File: config.mk
export PLATFORM = sky130hd
export DESIGN_NAME = masked_moving_average_pump_control_unit_flat
export DESIGN_NICKNAME = d
export VERILOG_FILES = /design/src/design/mmapc_pkg.sv /design/src/design/mmapc_if.sv /design/src/design/masked_moving_average_pump_control_unit.sv /design/src/flat_wrapper.sv
export VERILOG_INCLUDE_DIRS = /design/src /design/src/design
export SDC_FILE = /design/constraint.sdc
export NUM_CORES = 1
export LEC_CHECK = 0
export BUFFER_PORTS_ARGS = -buffer_cell sky130_fd_sc_hd__buf_2
export CAP_MARGIN = 20
export CELL_PAD_IN_SITES_DETAIL_PLACEMENT = 0
export CELL_PAD_IN_SITES_GLOBAL_PLACEMENT = 1
export CORE_MARGIN = 1.5
export CORE_UTILIZATION = 55
export DETAILED_ROUTE_END_ITERATION = 8
export PLACE_DENSITY_LB_ADDON = 0.1
export SYNTH_ARGS = -nofsm -noshare
export SYNTH_HDL_FRONTEND = slang
export SYNTH_SLANG_ARGS = --single-unit
File: constraint.sdc
create_clock -name clk -period 8.7 [get_ports clk]
set_input_delay 1.74 -clock clk [delete_from_list [all_inputs] [get_ports clk]]
set_output_delay 1.74 -clock clk [all_outputs]
set_load 0.01 [all_outputs]
File: src/design/assert_macros.svh
// -----------------------------------------------------------------------------
// assert_macros.svh
// Shared concurrent-assertion shorthands, clocked on clk, quiet in reset.
// -----------------------------------------------------------------------------
`ifndef ASSERT_MACROS_SVH
`define ASSERT_MACROS_SVH

// General property, sampled on clk, disabled while rst_n is low.
`define ASSERT_PROP(label, prop, msg) \
    label: assert property (@(posedge clk) disable iff (!rst_n) prop) else $error(msg);

// Invariant that holds at every sampled edge.
`define ASSERT_INV(label, expr, msg) \
    `ASSERT_PROP(label, (expr), msg)

`endif

File: src/design/mmapc_pkg.sv
// -----------------------------------------------------------------------------
// mmapc_pkg
// Widths, codes and types of the masked moving-average pump control unit.
// -----------------------------------------------------------------------------
package mmapc_pkg;

    localparam int WINDOW   = 50;
    localparam int SAMPLE_W = 12;
    localparam int SLOT_W   = (WINDOW > 1) ? $clog2(WINDOW) : 1;
    localparam int CNT_W    = $clog2(WINDOW + 1);
    // sum of up to WINDOW 12-bit signed samples
    localparam int SUM_W    = SAMPLE_W + CNT_W;
    localparam int MAG_W    = SUM_W - 1;
    localparam int STEP_W   = $clog2(MAG_W);

    localparam logic signed [SAMPLE_W-1:0] THRESH_RESET = 12'sd416;

    typedef enum logic [1:0] {
        ACT_SAMPLE = 2'd0,
        ACT_HEAT   = 2'd1,
        ACT_PUMP   = 2'd2,
        ACT_NONE   = 2'd3
    } action_t;

    typedef enum logic [3:0] {
        S_IDLE   = 4'b0001,
        S_UPDATE = 4'b0010,
        S_DIV    = 4'b0100,
        S_FINISH = 4'b1000
    } state_t;

endpackage

File: src/design/mmapc_if.sv
// -----------------------------------------------------------------------------
// mmapc_if
// Valid/ready channels: command beats in, status beats out.
// -----------------------------------------------------------------------------
interface mmapc_in_if;
    logic                                  valid;
    logic                                  ready;
    logic [1:0]                            action;
    logic signed [mmapc_pkg::SAMPLE_W-1:0] sample;
    logic                                  sample_valid;
    logic                                  level;

    modport source (output valid, action, sample, sample_valid, level, input ready);
    modport sink   (input valid, action, sample, sample_valid, level, output ready);
endinterface

interface mmapc_out_if;
    logic                                  valid;
    logic                                  ready;
    logic signed [mmapc_pkg::SAMPLE_W-1:0] average;
    logic                                  average_valid;
    logic                                  heat_on;
    logic                                  pump_on;
    logic                                  pump_auto_off;
    logic                                  relay_changed;

    modport source (output valid, average, average_valid, heat_on, pump_on,
                    pump_auto_off, relay_changed, input ready);
    modport sink   (input valid, average, average_valid, heat_on, pump_on,
                    pump_auto_off, relay_changed, output ready);
endinterface

File: src/design/masked_moving_average_pump_control_unit.sv
// -----------------------------------------------------------------------------
// masked_moving_average_pump_control_unit
// Moving average over a 50-slot ring of masked samples, with pump cut-off.
// -----------------------------------------------------------------------------
// A sample beat runs through update of the ring, running sum and valid count,
// then the serial restoring divider (one quotient bit per cycle, one per bit
// of the sum magnitude), then finish, which applies the sign, runs the pump
// check and registers the status beat, and then returns to idle. A sample
// that leaves no valid entries skips the divider, and the other beats go from
// idle straight to finish. Input ready is low while a beat is in work. The
// status beat sits in an output register, so the next command is taken while
// it waits; the block only stalls when a new status is ready and the previous
// one is unread.
// -----------------------------------------------------------------------------
module masked_moving_average_pump_control_unit (
    input  logic                                  clk,
    input  logic                                  rst_n,
    input  logic                                  cfg_wr_en,
    input  logic signed [mmapc_pkg::SAMPLE_W-1:0] cfg_wr_data,
    mmapc_in_if.sink                              in_ch,
    mmapc_out_if.source                           out_ch
);

    localparam int WINDOW   = mmapc_pkg::WINDOW;
    localparam int SAMPLE_W = mmapc_pkg::SAMPLE_W;
    localparam int SLOT_W   = mmapc_pkg::SLOT_W;
    localparam int CNT_W    = mmapc_pkg::CNT_W;
    localparam int SUM_W    = mmapc_pkg::SUM_W;
    localparam int MAG_W    = mmapc_pkg::MAG_W;
    localparam int STEP_W   = mmapc_pkg::STEP_W;

    mmapc_pkg::state_t             state_reg, state_next;
    logic signed [SAMPLE_W-1:0]    thresh_reg;

    mmapc_pkg::action_t            act_reg;
    logic signed [SAMPLE_W-1:0]    smp_reg;
    logic                          svld_reg;
    logic                          lvl_reg;

    logic signed [SAMPLE_W-1:0]    ring_mem [WINDOW];
    logic signed [SAMPLE_W-1:0]    rd_reg;
    logic [WINDOW-1:0]             ring_vld_reg;
    logic [SLOT_W-1:0]             slot_reg;
    logic                          ring_we;

    logic signed [SUM_W-1:0]       sum_reg;
    logic [CNT_W-1:0]              cnt_reg;
    logic signed [SAMPLE_W-1:0]    avg_reg;
    logic                          known_reg;
    logic                          heat_reg;
    logic                          pump_reg;

    logic [MAG_W-1:0]              dvd_reg;
    logic [CNT_W-1:0]              rem_reg;
    logic                          neg_reg;
    logic [STEP_W-1:0]             step_reg;
    logic                          avg_upd_reg;

    logic                          out_vld_reg;
    logic signed [SAMPLE_W-1:0]    out_avg_reg;
    logic                          out_known_reg;
    logic                          out_heat_reg;
    logic                          out_pump_reg;
    logic                          out_auto_reg;
    logic                          out_chg_reg;

    logic                          in_accept;
    logic                          out_load;
    logic                          old_vld;
    logic signed [SUM_W-1:0]       old_term;
    logic signed [SUM_W-1:0]       new_term;
    logic signed [SUM_W-1:0]       sum_upd;
    logic signed [SUM_W-1:0]       sum_neg;
    logic [CNT_W-1:0]              cnt_upd;
    logic [MAG_W-1:0]              mag_upd;
    logic [SLOT_W-1:0]             slot_inc;
    logic [CNT_W:0]                rem_sh;
    logic [CNT_W:0]                rem_sub;
    logic                          rem_fits;
    logic [SAMPLE_W-1:0]           quo;
    logic signed [SAMPLE_W-1:0]    avg_div;
    logic signed [SAMPLE_W-1:0]    fin_avg;
    logic                          fin_known;
    logic                          fin_heat;
    logic                          fin_pump;
    logic                          fin_auto;
    logic                          fin_chg;

    assign in_accept = in_ch.valid && in_ch.ready;
    assign in_ch.ready = (state_reg == mmapc_pkg::S_IDLE);
    assign out_load = (state_reg == mmapc_pkg::S_FINISH) && (!out_vld_reg || out_ch.ready);
    assign ring_we = (state_reg == mmapc_pkg::S_UPDATE);

    // ring update terms; rd_reg holds the slot read at acceptance
    assign old_vld  = ring_vld_reg[slot_reg];
    assign old_term = old_vld ? SUM_W'(rd_reg) : '0;
    assign new_term = svld_reg ? SUM_W'(smp_reg) : '0;
    assign sum_upd  = sum_reg - old_term + new_term;
    assign cnt_upd  = cnt_reg - CNT_W'(old_vld) + CNT_W'(svld_reg);
    assign sum_neg  = -sum_upd;
    assign mag_upd  = sum_upd[SUM_W-1] ? sum_neg[MAG_W-1:0] : sum_upd[MAG_W-1:0];
    assign slot_inc = (slot_reg == SLOT_W'(WINDOW - 1)) ? '0 : slot_reg + 1'b1;

    // restoring divider step: magnitude of sum by valid count
    assign rem_sh   = {rem_reg, dvd_reg[MAG_W-1]};
    assign rem_fits = (rem_sh >= {1'b0, cnt_reg});
    assign rem_sub  = rem_sh - {1'b0, cnt_reg};

    // truncation toward zero: divide magnitudes, then restore sign
    assign quo     = dvd_reg[SAMPLE_W-1:0];
    assign avg_div = neg_reg ? -$signed(quo) : $signed(quo);

    always_comb
    begin
        fin_avg   = avg_upd_reg ? avg_div : avg_reg;
        fin_known = known_reg || avg_upd_reg;
        fin_heat  = heat_reg;
        fin_pump  = pump_reg;
        fin_auto  = 1'b0;
        fin_chg   = 1'b0;
        unique case (act_reg)
            mmapc_pkg::ACT_SAMPLE:
            begin
                if (fin_known && !heat_reg && pump_reg && (fin_avg < thresh_reg))
                begin
                    fin_pump = 1'b0;
                    fin_auto = 1'b1;
                end
            end
            mmapc_pkg::ACT_HEAT:
            begin
                fin_chg  = (lvl_reg != heat_reg);
                fin_heat = lvl_reg;
            end
            mmapc_pkg::ACT_PUMP:
            begin
                fin_chg  = (lvl_reg != pump_reg);
                fin_pump = lvl_reg;
            end
            default:
            begin
                fin_chg = 1'b0;
            end
        endcase
    end

    always_comb
    begin
        state_next = state_reg;
        unique case (state_reg)
            mmapc_pkg::S_IDLE:
            begin
                if (in_accept)
                begin
                    if (mmapc_pkg::action_t'(in_ch.action) == mmapc_pkg::ACT_SAMPLE)
                        state_next = mmapc_pkg::S_UPDATE;
                    else
                        state_next = mmapc_pkg::S_FINISH;
                end
            end
            mmapc_pkg::S_UPDATE:
            begin
                state_next = (cnt_upd != '0) ? mmapc_pkg::S_DIV : mmapc_pkg::S_FINISH;
            end
            mmapc_pkg::S_DIV:
            begin
                if (step_reg == '0)
                    state_next = mmapc_pkg::S_FINISH;
            end
            mmapc_pkg::S_FINISH:
            begin
                if (out_load)
                    state_next = mmapc_pkg::S_IDLE;
            end
            default:
            begin
                state_next = mmapc_pkg::S_IDLE;
            end
        endcase
    end

    // ring storage
    always_ff @(posedge clk)
    begin
        if (ring_we)
            ring_mem[slot_reg] <= smp_reg;
        rd_reg <= ring_mem[slot_reg];
    end

    always_ff @(posedge clk or negedge rst_n)
    begin
        if (!rst_n)
        begin
            state_reg    <= mmapc_pkg::S_IDLE;
            thresh_reg   <= mmapc_pkg::THRESH_RESET;
            ring_vld_reg <= '0;
            slot_reg     <= '0;
            sum_reg      <= '0;
            cnt_reg      <= '0;
            avg_reg      <= '0;
            known_reg    <= 1'b0;
            heat_reg     <= 1'b0;
            pump_reg     <= 1'b0;
            avg_upd_reg  <= 1'b0;
            out_vld_reg  <= 1'b0;
        end
        else
        begin
            state_reg <= state_next;
            if (cfg_wr_en)
                thresh_reg <= cfg_wr_data;
            if (in_accept)
                avg_upd_reg <= 1'b0;
            if (ring_we)
            begin
                ring_vld_reg[slot_reg] <= svld_reg;
                slot_reg    <= slot_inc;
                sum_reg     <= sum_upd;
                cnt_reg     <= cnt_upd;
                avg_upd_reg <= (cnt_upd != '0);
            end
            if (out_load)
            begin
                avg_reg     <= fin_avg;
                known_reg   <= fin_known;
                heat_reg    <= fin_heat;
                pump_reg    <= fin_pump;
                out_vld_reg <= 1'b1;
            end
            else if (out_ch.ready)
            begin
                out_vld_reg <= 1'b0;
            end
        end
    end

    // command capture, divider datapath and status payload
    always_ff @(posedge clk)
    begin
        if (in_accept)
        begin
            act_reg  <= mmapc_pkg::action_t'(in_ch.action);
            smp_reg  <= in_ch.sample;
            svld_reg <= in_ch.sample_valid;
            lvl_reg  <= in_ch.level;
        end
        if (ring_we)
        begin
            dvd_reg  <= mag_upd;
            neg_reg  <= sum_upd[SUM_W-1];
            rem_reg  <= '0;
            step_reg <= STEP_W'(MAG_W - 1);
        end
        else if (state_reg == mmapc_pkg::S_DIV)
        begin
            dvd_reg  <= {dvd_reg[MAG_W-2:0], rem_fits};
            rem_reg  <= rem_fits ? rem_sub[CNT_W-1:0] : rem_sh[CNT_W-1:0];
            step_reg <= step_reg - 1'b1;
        end
        if (out_load)
        begin
            out_avg_reg   <= fin_avg;
            out_known_reg <= fin_known;
            out_heat_reg  <= fin_heat;
            out_pump_reg  <= fin_pump;
            out_auto_reg  <= fin_auto;
            out_chg_reg   <= fin_chg;
        end
    end

    assign out_ch.valid         = out_vld_reg;
    assign out_ch.average       = out_avg_reg;
    assign out_ch.average_valid = out_known_reg;
    assign out_ch.heat_on       = out_heat_reg;
    assign out_ch.pump_on       = out_pump_reg;
    assign out_ch.pump_auto_off = out_auto_reg;
    assign out_ch.relay_changed = out_chg_reg;

`include "assert_macros.svh"

    `ASSERT_INV(a_cnt_matches_mask, $countones(ring_vld_reg) == int'(cnt_reg), "valid count out of step with ring mask")
    `ASSERT_PROP(a_empty_sum_zero, (cnt_reg == '0) |-> (sum_reg == '0), "running sum nonzero with no valid entries")
    `ASSERT_PROP(a_out_from_finish, $rose(out_vld_reg) |-> $past(state_reg == mmapc_pkg::S_FINISH), "status beat raised outside finish")
    `ASSERT_PROP(a_auto_off_state, (out_vld_reg && out_auto_reg) |-> (!out_pump_reg && !out_heat_reg && out_known_reg), "pump cut-off reported with inconsistent relays")

endmodule

File: src/flat_wrapper.sv
// flat-port wrapper written by rule: the top's interface ports become plain ports
module masked_moving_average_pump_control_unit_flat 
  (clk, rst_n, cfg_wr_en, cfg_wr_data, in_ch_valid, in_ch_action, in_ch_sample, in_ch_sample_valid, in_ch_level, in_ch_ready, out_ch_valid, out_ch_average, out_ch_average_valid, out_ch_heat_on, out_ch_pump_on, out_ch_pump_auto_off, out_ch_relay_changed, out_ch_ready);
  mmapc_in_if in_ch_i ();
  mmapc_out_if out_ch_i ();
  input  logic clk;
  input  logic rst_n;
  input  logic cfg_wr_en;
  input  logic signed [mmapc_pkg::SAMPLE_W-1:0] cfg_wr_data;
  input wire logic [$bits(in_ch_i.valid)-1:0] in_ch_valid;
  input wire logic [$bits(in_ch_i.action)-1:0] in_ch_action;
  input wire logic [$bits(in_ch_i.sample)-1:0] in_ch_sample;
  input wire logic [$bits(in_ch_i.sample_valid)-1:0] in_ch_sample_valid;
  input wire logic [$bits(in_ch_i.level)-1:0] in_ch_level;
  output wire logic [$bits(in_ch_i.ready)-1:0] in_ch_ready;
  output wire logic [$bits(out_ch_i.valid)-1:0] out_ch_valid;
  output wire logic [$bits(out_ch_i.average)-1:0] out_ch_average;
  output wire logic [$bits(out_ch_i.average_valid)-1:0] out_ch_average_valid;
  output wire logic [$bits(out_ch_i.heat_on)-1:0] out_ch_heat_on;
  output wire logic [$bits(out_ch_i.pump_on)-1:0] out_ch_pump_on;
  output wire logic [$bits(out_ch_i.pump_auto_off)-1:0] out_ch_pump_auto_off;
  output wire logic [$bits(out_ch_i.relay_changed)-1:0] out_ch_relay_changed;
  input wire logic [$bits(out_ch_i.ready)-1:0] out_ch_ready;
  assign in_ch_i.valid = in_ch_valid;
  assign in_ch_i.action = in_ch_action;
  assign in_ch_i.sample = in_ch_sample;
  assign in_ch_i.sample_valid = in_ch_sample_valid;
  assign in_ch_i.level = in_ch_level;
  assign in_ch_ready = in_ch_i.ready;
  assign out_ch_valid = out_ch_i.valid;
  assign out_ch_average = out_ch_i.average;
  assign out_ch_average_valid = out_ch_i.average_valid;
  assign out_ch_heat_on = out_ch_i.heat_on;
  assign out_ch_pump_on = out_ch_i.pump_on;
  assign out_ch_pump_auto_off = out_ch_i.pump_auto_off;
  assign out_ch_relay_changed = out_ch_i.relay_changed;
  assign out_ch_i.ready = out_ch_ready;
  masked_moving_average_pump_control_unit u_core (.clk(clk), .rst_n(rst_n), .cfg_wr_en(cfg_wr_en), .cfg_wr_data(cfg_wr_data), .in_ch(in_ch_i), .out_ch(out_ch_i));
endmodule
==> results of run 1 <==
==> power breakdown <==
| group | leakage, nW | internal (mW) | switching (mW) |
|---|---|---|---|
| Combinational | 3.88 | 1.73 | 3.02 |
| Clock | 1.31 | 2.04 | 1.42 |
| Sequential | 7.54 | 4.47 | 0.155 |
| Total | 12.7 | 8.24 | 4.60 |
==> cell usage after synthesis, types with 10 or more instances <==
cell	instances
sky130_fd_sc_hd__edfxtp_1	651
sky130_fd_sc_hd__a22oi_1	202
sky130_fd_sc_hd__nand2_1	131
sky130_fd_sc_hd__nor2_1	112
sky130_fd_sc_hd__dfrtp_1	109
sky130_fd_sc_hd__inv_1	99
sky130_fd_sc_hd__o21ai_0	87
sky130_fd_sc_hd__a21oi_1	66
sky130_fd_sc_hd__mux2_2	65
sky130_fd_sc_hd__clkbuf_1	63
sky130_fd_sc_hd__ha_1	50
sky130_fd_sc_hd__a221oi_1	45
sky130_fd_sc_hd__nand4_1	44
sky130_fd_sc_hd__a22o_1	41
sky130_fd_sc_hd__buf_2	40
sky130_fd_sc_hd__mux2i_1	34
sky130_fd_sc_hd__xnor2_1	28
sky130_fd_sc_hd__xor2_1	25
sky130_fd_sc_hd__dfxtp_1	23
sky130_fd_sc_hd__a31oi_1	20
sky130_fd_sc_hd__and2_1	20
sky130_fd_sc_hd__fa_1	19
sky130_fd_sc_hd__nand3_1	17
sky130_fd_sc_hd__buf_1	15
sky130_fd_sc_hd__nor3_1	14
sky130_fd_sc_hd__o21ai_1	13
sky130_fd_sc_hd__nor2b_1	10
sky130_fd_sc_hd__o221ai_1	10
==> kinds of logic after synthesis <==
| family | Yosys count | synth area share |
|---|---|---|
| simple gates | 406 | 0.06129 |
| compound gates | 551 | 0.1203 |
| mux | 102 | 0.03534 |
| fa+ha+maj | 69 | 0.03119 |
| flops | 787 | 0.7082 |
| xor+xnor | 55 | 0.01540 |
| buf+inv | 222 | 0.02832 |
==> per-stage QoR <==
step / setup WS [ns] / total power [mW] / utilization / cells
after floorplan: 3.931 / 8.137 / - / 2192
after global placement: 2.398 / 9.387 / 0.5809 / 2958
after detailed placement: 2.272 / 9.455 / 0.5809 / 2958
after CTS: 2.222 / 12.90 / 0.6272 / 3105
after global routing: 1.706 / 13.56 / 0.6273 / 3106
final: 2.110 / 12.85 / 0.6273 / 3106
==> layer usage <==
metal / up-vias / global-route usage / routed length, microns
met1: 9975 / 0.3892 / 34950
met2: 681 / 0.4417 / 39200
met5: - / 0 / 0
met3: 137 / 0.04155 / 5295
li1: 8652 / - / -
met4: 0 / 0.09114 / 2255
==> worst max-delay path: cells and delay by family, from the launching register on <==
family | cells | cell delay, ns
xor gates and xnor gates | 2 | 0.44
buffers and inverters | 2 | 0.46
adders and majority gates | 2 | 0.99
AOI/OAI and AO/OA | 9 | 1.71
DFF | 1 | 0.67
and+or+nand+nor | 6 | 1.73
muxes | 1 | 0.26
==> path summary, 6_finish.rpt <==
path	startpoint	to	slack, ns	cells after the start
max	u_core.slot_reg[1]	u_core.dvd_reg[11]	2.11	22
min	u_core.known_reg	u_core.known_reg	0.46	1
max reg2reg	u_core.slot_reg[1]	u_core.dvd_reg[11]	2.11	22
min reg2reg	u_core.known_reg	u_core.known_reg	0.46	1
max in group asynchronous	rst_n	u_core.slot_reg[3]	6.11	2
min in group asynchronous	rst_n	u_core.sum_reg[16]	1.22	1
==> final cells by class <==
type,count,area (sq um),area share
Timing Repair Buffer,124,805.8,0.02222
Multi-Input combinational cell,1183,8600,0.2372
Clock buffer,111,2272,0.06267
Tap cell,765,957.2,0.02640
Inverter,99,371.6,0.01025
Antenna cell,1,2.502,0.00006902
Clock inverter,36,404.1,0.01115
Sequential cell,787,22850,0.6301
==> cell usage in the layout (no fill, tap or decap), types with 20 or more instances in the layout <==
cell type and n:
sky130_fd_sc_hd__dfrtp_1 106, sky130_fd_sc_hd__buf_2 50, sky130_fd_sc_hd__nand4_1 44, sky130_fd_sc_hd__mux2_2 65, sky130_fd_sc_hd__a22oi_1 202, sky130_fd_sc_hd__buf_4 74
sky130_fd_sc_hd__o21ai_0 87, sky130_fd_sc_hd__a31oi_1 20, sky130_fd_sc_hd__xnor2_1 28, sky130_fd_sc_hd__inv_1 99, sky130_fd_sc_hd__ha_1 50, sky130_fd_sc_hd__clkbuf_16 83
sky130_fd_sc_hd__a22o_1 41, sky130_fd_sc_hd__nand2_1 131, sky130_fd_sc_hd__nor2_1 99, sky130_fd_sc_hd__edfxtp_1 651, sky130_fd_sc_hd__dfxtp_1 23, sky130_fd_sc_hd__a21oi_1 66
sky130_fd_sc_hd__a221oi_1 45, sky130_fd_sc_hd__mux2i_1 34, sky130_fd_sc_hd__xor2_1 25
==> tab_implementation.tex, run 1 <==
\begin{tabular}{lr}
\hline
Metric & Value \\
\hline
\multicolumn{2}{l}{\textbf{Worst setup path}} \\
Max FO, Critical Path & 21 \\
Cell with the biggest individual delay on the critical path & sky130\_fd\_sc\_hd\_\_dfrtp\_1 \\
Worst EP arrival & 6.94 ns \\
Cell Chain, Critical Path & buf\_4 > nor2b\_1 > and2\_2 > a22oi\_1 > o2111ai\_1 > o21ai\_0 > o22ai\_1 > a21oi\_1 > nand2\_1 > and2\_1 > fa\_1 > inv\_1 > fa\_1 > a21o\_1 > a21oi\_2 > o21a\_1 > xor2\_1 > nand3\_1 > nor4\_2 > a21oi\_1 > xnor2\_1 > mux2\_2 \\
Kind of end point of the critical path & flip-flop \\
Crit start category & flip-flop \\
Maximum cell stage delay along the critical path & about 0.67 ns \\
WS Path Type & flip-flop to flip-flop \\
CP required & between 9 and 10 ns \\
\multicolumn{2}{l}{\textbf{Logic synthesis}} \\
Cell types with the largest area share after synthesis & sky130\_fd\_sc\_hd\_\_edfxtp\_1, sky130\_fd\_sc\_hd\_\_dfrtp\_1, sky130\_fd\_sc\_hd\_\_a22oi\_1, sky130\_fd\_sc\_hd\_\_mux2\_2, sky130\_fd\_sc\_hd\_\_ha\_1 \\
Sequential area share after synthesis & 0.7082 \\
Number of distinct library cells after synthesis & 80 \\
Number of enable flip-flop cells after synthesis & 651 \\
Total number of yosys warnings & 0 \\
Net count after synthesis & roughly 2300 \\
Fraction of synthesized cell area taken by the top area cell type & 0.6061 \\
\#FFs+latches synth & roughly 790 \\
Cell area after synthesis & between 0.03 and 0.04 sq mm \\
Cell taking the most area after synthesis & sky130\_fd\_sc\_hd\_\_edfxtp\_1 \\
Share of synthesized registers carrying an async set or reset & 0.1436 \\
Most common flop cell mapped by yosys & sky130\_fd\_sc\_hd\_\_edfxtp\_1 \\
Avg Cell Area, Syn & around 15 sq um \\
Gate count after technology mapping & around 2200 \\
\multicolumn{2}{l}{\textbf{Timing}} \\
Final worst path period need & approximately 6.6 ns \\
Clock skew after layout & 0.04200 ns \\
Fin. Hold Viols & 0 \\
Post-route setup TNS & 0 ns \\
Final number of max-transition violations & 0 \\
Actual transition at the worst max-transition pin & roughly 1.1 ns \\
RSZ-0062 raised after global routing & no \\
Peak clock frequency supported by timing & around 150 MHz \\
Max-Slew Margin vs Limit & 0.2874 \\
Hold Worst Slack & between 0.4 and 0.5 ns \\
Final setup viols & 0 \\
Final period util & 0.7575 \\
\multicolumn{2}{l}{\textbf{Power}} \\
Total power divided by cell area & around 350 mW/mm\^{}2 \\
Leakage dissipation & 12.73 nW \\
Worst-case vdd ir drop & between 0.0002 and 0.0003 V \\
\multicolumn{2}{l}{\textbf{Routing}} \\
Post-route DRC violation count & 0 \\
First-pass iteration count of the detailed router & 6 \\
DRT antenna net count & 0 \\
Total wirelength of the detailed-routed design & 81700 microns \\
Via total after detailed routing & approximately 19000 \\
WL/cell & between 20 and 30 microns \\
Vias per std cell & around 6.3 \\
Number of DRC violations after detailed-routing iteration 0 & $\sim$1700 \\
\multicolumn{2}{l}{\textbf{Place}} \\
Number of port buffers & between 50 and 60 \\
Placed cell areas & 0.03358 sq mm \\
Post-detail-place hpwl & 48020 microns \\
Final weighted congestion in routability-driven placement & 0.8640 \\
\multicolumn{2}{l}{\textbf{Global routing}} \\
Number of antenna violations at the first check in global routing & 1 \\
Largest net degree at the start of global routing & between 60 and 70 \\
Total global routing overflow & 0 \\
Global-route wire length before repair & 122300 microns \\
Global router's overall resource usage & 0.2756 \\
Via count of the first global-routing pass & approximately 19000 \\
\multicolumn{2}{l}{\textbf{Job}} \\
Maxcap violations & 0 \\
\multicolumn{2}{l}{\textbf{Finish}} \\
Fillers & $\sim$4300 \\
Area added between synthesis and finish & 12.41\% \\
Share of layout cells above drive strength 1 & 0.1560 \\
Flip-flop count of the largest register, all copies and words added & 600 \\
Cell area after layout & about 0.036 sq mm \\
Number of nets in the final layout & 2377 \\
\multicolumn{2}{l}{\textbf{Clocking}} \\
Post-CTS Resized & 0 \\
Clock latency reported for the late side of the worst-skew pair & 0.64 ns \\
Postcts setup bufs & 0 \\
Clock edge transition at the registers on the reported setup and hold paths & approximately 0.060 ns \\
CTS hold repair buffers & 0 \\
Max Root-Sink Buffers & 3 \\
Number of buffers created by CTS & 80 \\
Number of sinks handled by clock tree synthesis & approximately 800 \\
TritonCTS clock tree & built \\
CTS Root Buffer Type & sky130\_fd\_sc\_hd\_\_clkbuf\_16 \\
H-Tree Level Count & 3 \\
\multicolumn{2}{l}{\textbf{Die}} \\
Area of the die & about 0.06 sq mm \\
Height of the chip & roughly 250 microns \\
Starting density of the core & 0.5580 \\
Die span in x & between 200 and 250 microns \\
Floorplan core area & between 0.05 and 0.06 sq mm \\
FP Rows & 88 \\
Total I/O pin count & 52 \\
\multicolumn{2}{l}{\textbf{Hold path}} \\
Hold Path Class & flip-flop to flip-flop \\
\multicolumn{2}{l}{\textbf{Status}} \\
Run status & finished clean \\
\hline
\end{tabular}
(Power assumes the default switching activity.)
==> run 2, diff against run 1 <==
Settings changed: ABC_AREA from default to 1, CORE_UTILIZATION 55 to 46.
Clock period 8.7 ns to 5.5 ns, I/O delays scaled along.
==> run 2 against run 1 <==
Net effect:
- clock skew is 0.021 ns lower
- sequential share of layout area shrank 2.3 points
- wire length grew 13%
- combinational power up 69%
- critical path depth increased by 6
- global-route usage down 2.2 points
- final area rose by 3.8%
- power increased by 63%
- synthesized area rose by 2.5%
- synthesized cell count up 29%
- die area increased by 22%
==> tab_implementation.tex, run 2 <==
\begin{tabular}{lr}
\hline
Metric & Value \\
\hline
\multicolumn{2}{l}{\textbf{Power}} \\
Combinational power share & 0.384 (+0.014) \\
Internal & 12.79 mW (+55\%) \\
Total design power & 20.96 mW (+63\%) \\
Psw & 8.164 mW (+77\%) \\
Clock share of power & 0.270 (about the same) \\
Net switching fraction of the power & 0.3896 (+0.03134) \\
Reg power frac & 0.346 (-0.014) \\
Leakage dissipation & 14.49 nW (+14\%) \\
Total power divided by cell area & 556.8 mW/mm\^{}2 (+57\%) \\
Worst-case vdd ir drop & 0.0003354 V (+29\%) \\
\multicolumn{2}{l}{\textbf{Logic synthesis}} \\
Fraction of synthesized cell area taken by the top area cell type & 0.5913 (-0.01479) \\
Avg Cell Area, Syn & 11.71 sq um (-20\%) \\
Most common flop cell mapped by yosys & sky130\_fd\_sc\_hd\_\_edfxtp\_1 \\
Sequential area share after synthesis & 0.6909 (-0.01729) \\
Cell taking the most area after synthesis & sky130\_fd\_sc\_hd\_\_edfxtp\_1 \\
Share of synthesized registers carrying an async set or reset & 0.1436 (unchanged) \\
Gate count after technology mapping & 2824 (+29\%) \\
Top cells by instance count after synthesis & sky130\_fd\_sc\_hd\_\_nand2\_1, sky130\_fd\_sc\_hd\_\_edfxtp\_1, sky130\_fd\_sc\_hd\_\_inv\_1, sky130\_fd\_sc\_hd\_\_nor2\_1, sky130\_fd\_sc\_hd\_\_o21ai\_0 \\
Cell types with the largest area share after synthesis & sky130\_fd\_sc\_hd\_\_edfxtp\_1, sky130\_fd\_sc\_hd\_\_nand2\_1, sky130\_fd\_sc\_hd\_\_dfrtp\_1, sky130\_fd\_sc\_hd\_\_inv\_1, sky130\_fd\_sc\_hd\_\_nor2\_1 \\
Most frequent cell after synthesis & sky130\_fd\_sc\_hd\_\_nand2\_1 \\
Net count after synthesis & 2926 (+28\%) \\
Cell area after synthesis & 0.03306 sq mm (+2.5\%) \\
\#FFs+latches synth & 787 (unchanged) \\
Total number of yosys warnings & 0 (unchanged) \\
Number of distinct library cells after synthesis & 52 (-35\%) \\
Number of enable flip-flop cells after synthesis & 651 (unchanged) \\
\multicolumn{2}{l}{\textbf{Finish}} \\
Number of nets in the final layout & 3054 (+28\%) \\
Final cell count without fillers & 3972 (+28\%) \\
Top library cells by usage in the layout, fill and taps aside & sky130\_fd\_sc\_hd\_\_nand2\_1, sky130\_fd\_sc\_hd\_\_edfxtp\_1, sky130\_fd\_sc\_hd\_\_inv\_1 \\
Flip-flop count of the largest register, all copies and words added & 600 (unchanged) \\
Area added between synthesis and finish & 13.84\% \\
Register cell area after layout & 0.02284 sq mm (about the same) \\
Cell area after layout & 0.03764 sq mm (+3.8\%) \\
Share of layout cells above drive strength 1 & 0.1089 (-0.04708) \\
Multi-input gate area in the final layout & 0.008848 sq mm (+2.9\%) \\
Final core utilization & 0.5274 (-0.09983) \\
Most common library cell in the layout ignoring fill and taps & sky130\_fd\_sc\_hd\_\_nand2\_1 \\
Fillers & 6234 (+46\%) \\
\multicolumn{2}{l}{\textbf{Global routing}} \\
Global-route wire length before repair & 138000 microns (+13\%) \\
Number of antenna violations at the first check in global routing & 4 (+3) \\
Largest net degree at the start of global routing & 74 (+14\%) \\
Via count of the first global-routing pass & 21660 (+14\%) \\
Global router's overall resource usage & 0.2539 (-0.02175) \\
Total global routing overflow & 0 (unchanged) \\
\multicolumn{2}{l}{\textbf{Worst setup path}} \\
CP required & 5.88 ns (-3.17 ns) \\
WS Path Type & flip-flop to flip-flop \\
Kind of end point of the critical path & flip-flop \\
Crit start category & flip-flop \\
Worst EP arrival & 5.39 ns (-1.55 ns) \\
Maximum cell stage delay along the critical path & 0.58 ns (-0.09 ns) \\
Most prevalent standard cell on the critical path & sky130\_fd\_sc\_hd\_\_nand2\_1 \\
Cell with the biggest individual delay on the critical path & sky130\_fd\_sc\_hd\_\_fa\_1 \\
Max FO, Critical Path & 12 (-43\%) \\
\multicolumn{2}{l}{\textbf{Place}} \\
Pre-CTS worst setup slack & 0.5620 ns (-1.710 ns) \\
Final weighted congestion in routability-driven placement & 0.8698 (+0.67\%) \\
Placed cell areas & 0.03486 sq mm (+3.8\%) \\
Number of port buffers & 51 (unchanged) \\
\# placed instances & 3816 (+29\%) \\
Post-detail-place hpwl & 57180 microns (+19\%) \\
\multicolumn{2}{l}{\textbf{Clocking}} \\
Number of buffers created by CTS & 84 (+5.0\%) \\
CTS hold repair buffers & 0 (unchanged) \\
CTS Root Buffer Type & sky130\_fd\_sc\_hd\_\_clkbuf\_16 \\
Number of sinks handled by clock tree synthesis & 787 (unchanged) \\
Clock latency reported for the late side of the worst-skew pair & 0.66 ns (+0.02 ns) \\
Clock edge transition at the registers on the reported setup and hold paths & 0.07 ns (about the same) \\
Post-CTS Resized & 0 (unchanged) \\
Postcts setup bufs & 0 (unchanged) \\
Max Root-Sink Buffers & 3 (unchanged) \\
TritonCTS clock tree & built \\
H-Tree Level Count & 3 (unchanged) \\
\multicolumn{2}{l}{\textbf{Timing}} \\
Worst setup slack after layout & 0.4968 ns (-1.613 ns) \\
Hold Worst Slack & 0.4608 ns (+0.005018 ns) \\
Fin. Hold Viols & 0 (unchanged) \\
Max-Slew Margin vs Limit & 0.2861 (-0.001280) \\
Actual transition at the worst max-transition pin & 1.070 ns (+0.0007702 ns) \\
Final number of max-transition violations & 0 (unchanged) \\
Clock skew after layout & 0.02102 ns (-0.02097 ns) \\
RSZ-0062 raised after global routing & no \\
Final worst path period need & 5.003 ns (-1.587 ns) \\
Final setup viols & 0 (unchanged) \\
Peak clock frequency supported by timing & 199.9 MHz (+32\%) \\
Post-route setup TNS & 0 ns (unchanged) \\
Final period util & 0.9097 (+0.1522) \\
\multicolumn{2}{l}{\textbf{Routing}} \\
WL/cell & 23.27 microns (-12\%) \\
Vias per std cell & 5.478 (-13\%) \\
Via total after detailed routing & 21760 (+12\%) \\
First-pass iteration count of the detailed router & 5 (-1) \\
Total wirelength of the detailed-routed design & 92420 microns (+13\%) \\
Number of DRC violations after detailed-routing iteration 0 & 1883 (+9.4\%) \\
DRT antenna net count & 0 (unchanged) \\
Post-route DRC violation count & 0 (unchanged) \\
\multicolumn{2}{l}{\textbf{Hold path}} \\
Hold Path Class & input port to asynchronous set/reset pin \\
\multicolumn{2}{l}{\textbf{Die}} \\
Total I/O pin count & 52 (unchanged) \\
Floorplan core area & 0.07136 sq mm (+23\%) \\
Area of the die & 0.07349 sq mm (+22\%) \\
Starting density of the core & 0.4633 (-0.09470) \\
Die span in x & 271.1 microns (+11\%) \\
FP Rows & 98 (+11\%) \\
Height of the chip & 271.1 microns (+11\%) \\
\multicolumn{2}{l}{\textbf{Status}} \\
Run status & finished clean \\
\multicolumn{2}{l}{\textbf{Job}} \\
Maxcap violations & 0 (unchanged) \\
\hline
\end{tabular}
## run 2: changes by cell type in the layout (fill, tap and decap cells not counted), moves of 18 or more
| cell | delta |
|---|---|
| sky130_fd_sc_hd__nand2_1 | +635 |
| sky130_fd_sc_hd__inv_1 | +162 |
| sky130_fd_sc_hd__a22oi_1 | -131 |
| sky130_fd_sc_hd__nor2_1 | +68 |
| sky130_fd_sc_hd__nand3_1 | +63 |
| sky130_fd_sc_hd__mux2_2 | -52 |
| sky130_fd_sc_hd__o21ai_0 | +45 |
| sky130_fd_sc_hd__mux2i_1 | -34 |
| sky130_fd_sc_hd__a22o_1 | -32 |
| sky130_fd_sc_hd__nand4_1 | +21 |
| sky130_fd_sc_hd__o21a_1 | +21 |
| sky130_fd_sc_hd__xnor2_1 | -21 |
| sky130_fd_sc_hd__buf_4 | +19 |
| sky130_fd_sc_hd__a31oi_1 | -18 |
## run 2: cell families after synthesis
family,after synthesis,share of synthesized area
AOI/OAI and AO/OA,415,0.08235
xor gates and xnor gates,22,0.005828
adders and majority gates,69,0.03043
buffers and inverters,372,0.04492
DFF,787,0.6909
muxes,13,0.004428
and+or+nand+nor,1146,0.1412
## run 2: worst paths after layout
check / cells past startpoint / endpoint / slack [ns] / from
worst max-delay path: 28 / u_core.dvd_reg[15] / 0.50 / u_core.slot_reg[0]
worst min-delay path: 1 / u_core.sum_reg[14] / 0.46 / rst_n
worst max register to register: 28 / u_core.dvd_reg[15] / 0.50 / u_core.slot_reg[0]
worst min register to register: 2 / u_core.rem_reg[5] / 0.47 / u_core.rem_reg[5]
max in group asynchronous: 2 / u_core.ring_vld_reg[15] / 3.81 / rst_n
min in group clk: 2 / u_core.rem_reg[5] / 0.47 / u_core.rem_reg[5]
## run 2: power by group through the flow
stage | Sequential (mW) | Combinational [mW] | Clock, mW
after floorplan | 7.44 | 5.35 | 0
after global placement | 7.36 | 7.99 | 0
after detailed placement | 7.37 | 8.03 | 0
after CTS | 7.25 | 8.06 | 5.76
after global routing | 7.29 | 9.10 | 5.99
final | 7.25 | 8.04 | 5.66
## run 2: worst max-delay path, delay by kind of cell (launching register included)
family | cells | cell delay [ns]
compound gates | 1 | 0.25
fa+ha+maj | 2 | 0.95
buf+inv | 6 | 0.95
flops | 1 | 0.43
simple gates | 19 | 2.17
## run 2: routing by layer
metal,GRT usage,routed length (microns)
met5,0,13
met4,0.09196,3316
met3,0.05068,6263
met2,0.4106,43790
met1,0.3410,39040
## run 2: area by class of cell
class | instances | share of cell area
antenna | 1 | 0.00006648
clock buffer | 114 | 0.06017
clock inverter | 41 | 0.01360
inverter | 269 | 0.02683
multi-input combinational | 1665 | 0.2351
sequential | 787 | 0.6069
tap | 950 | 0.03158
timing repair buffer | 145 | 0.02580
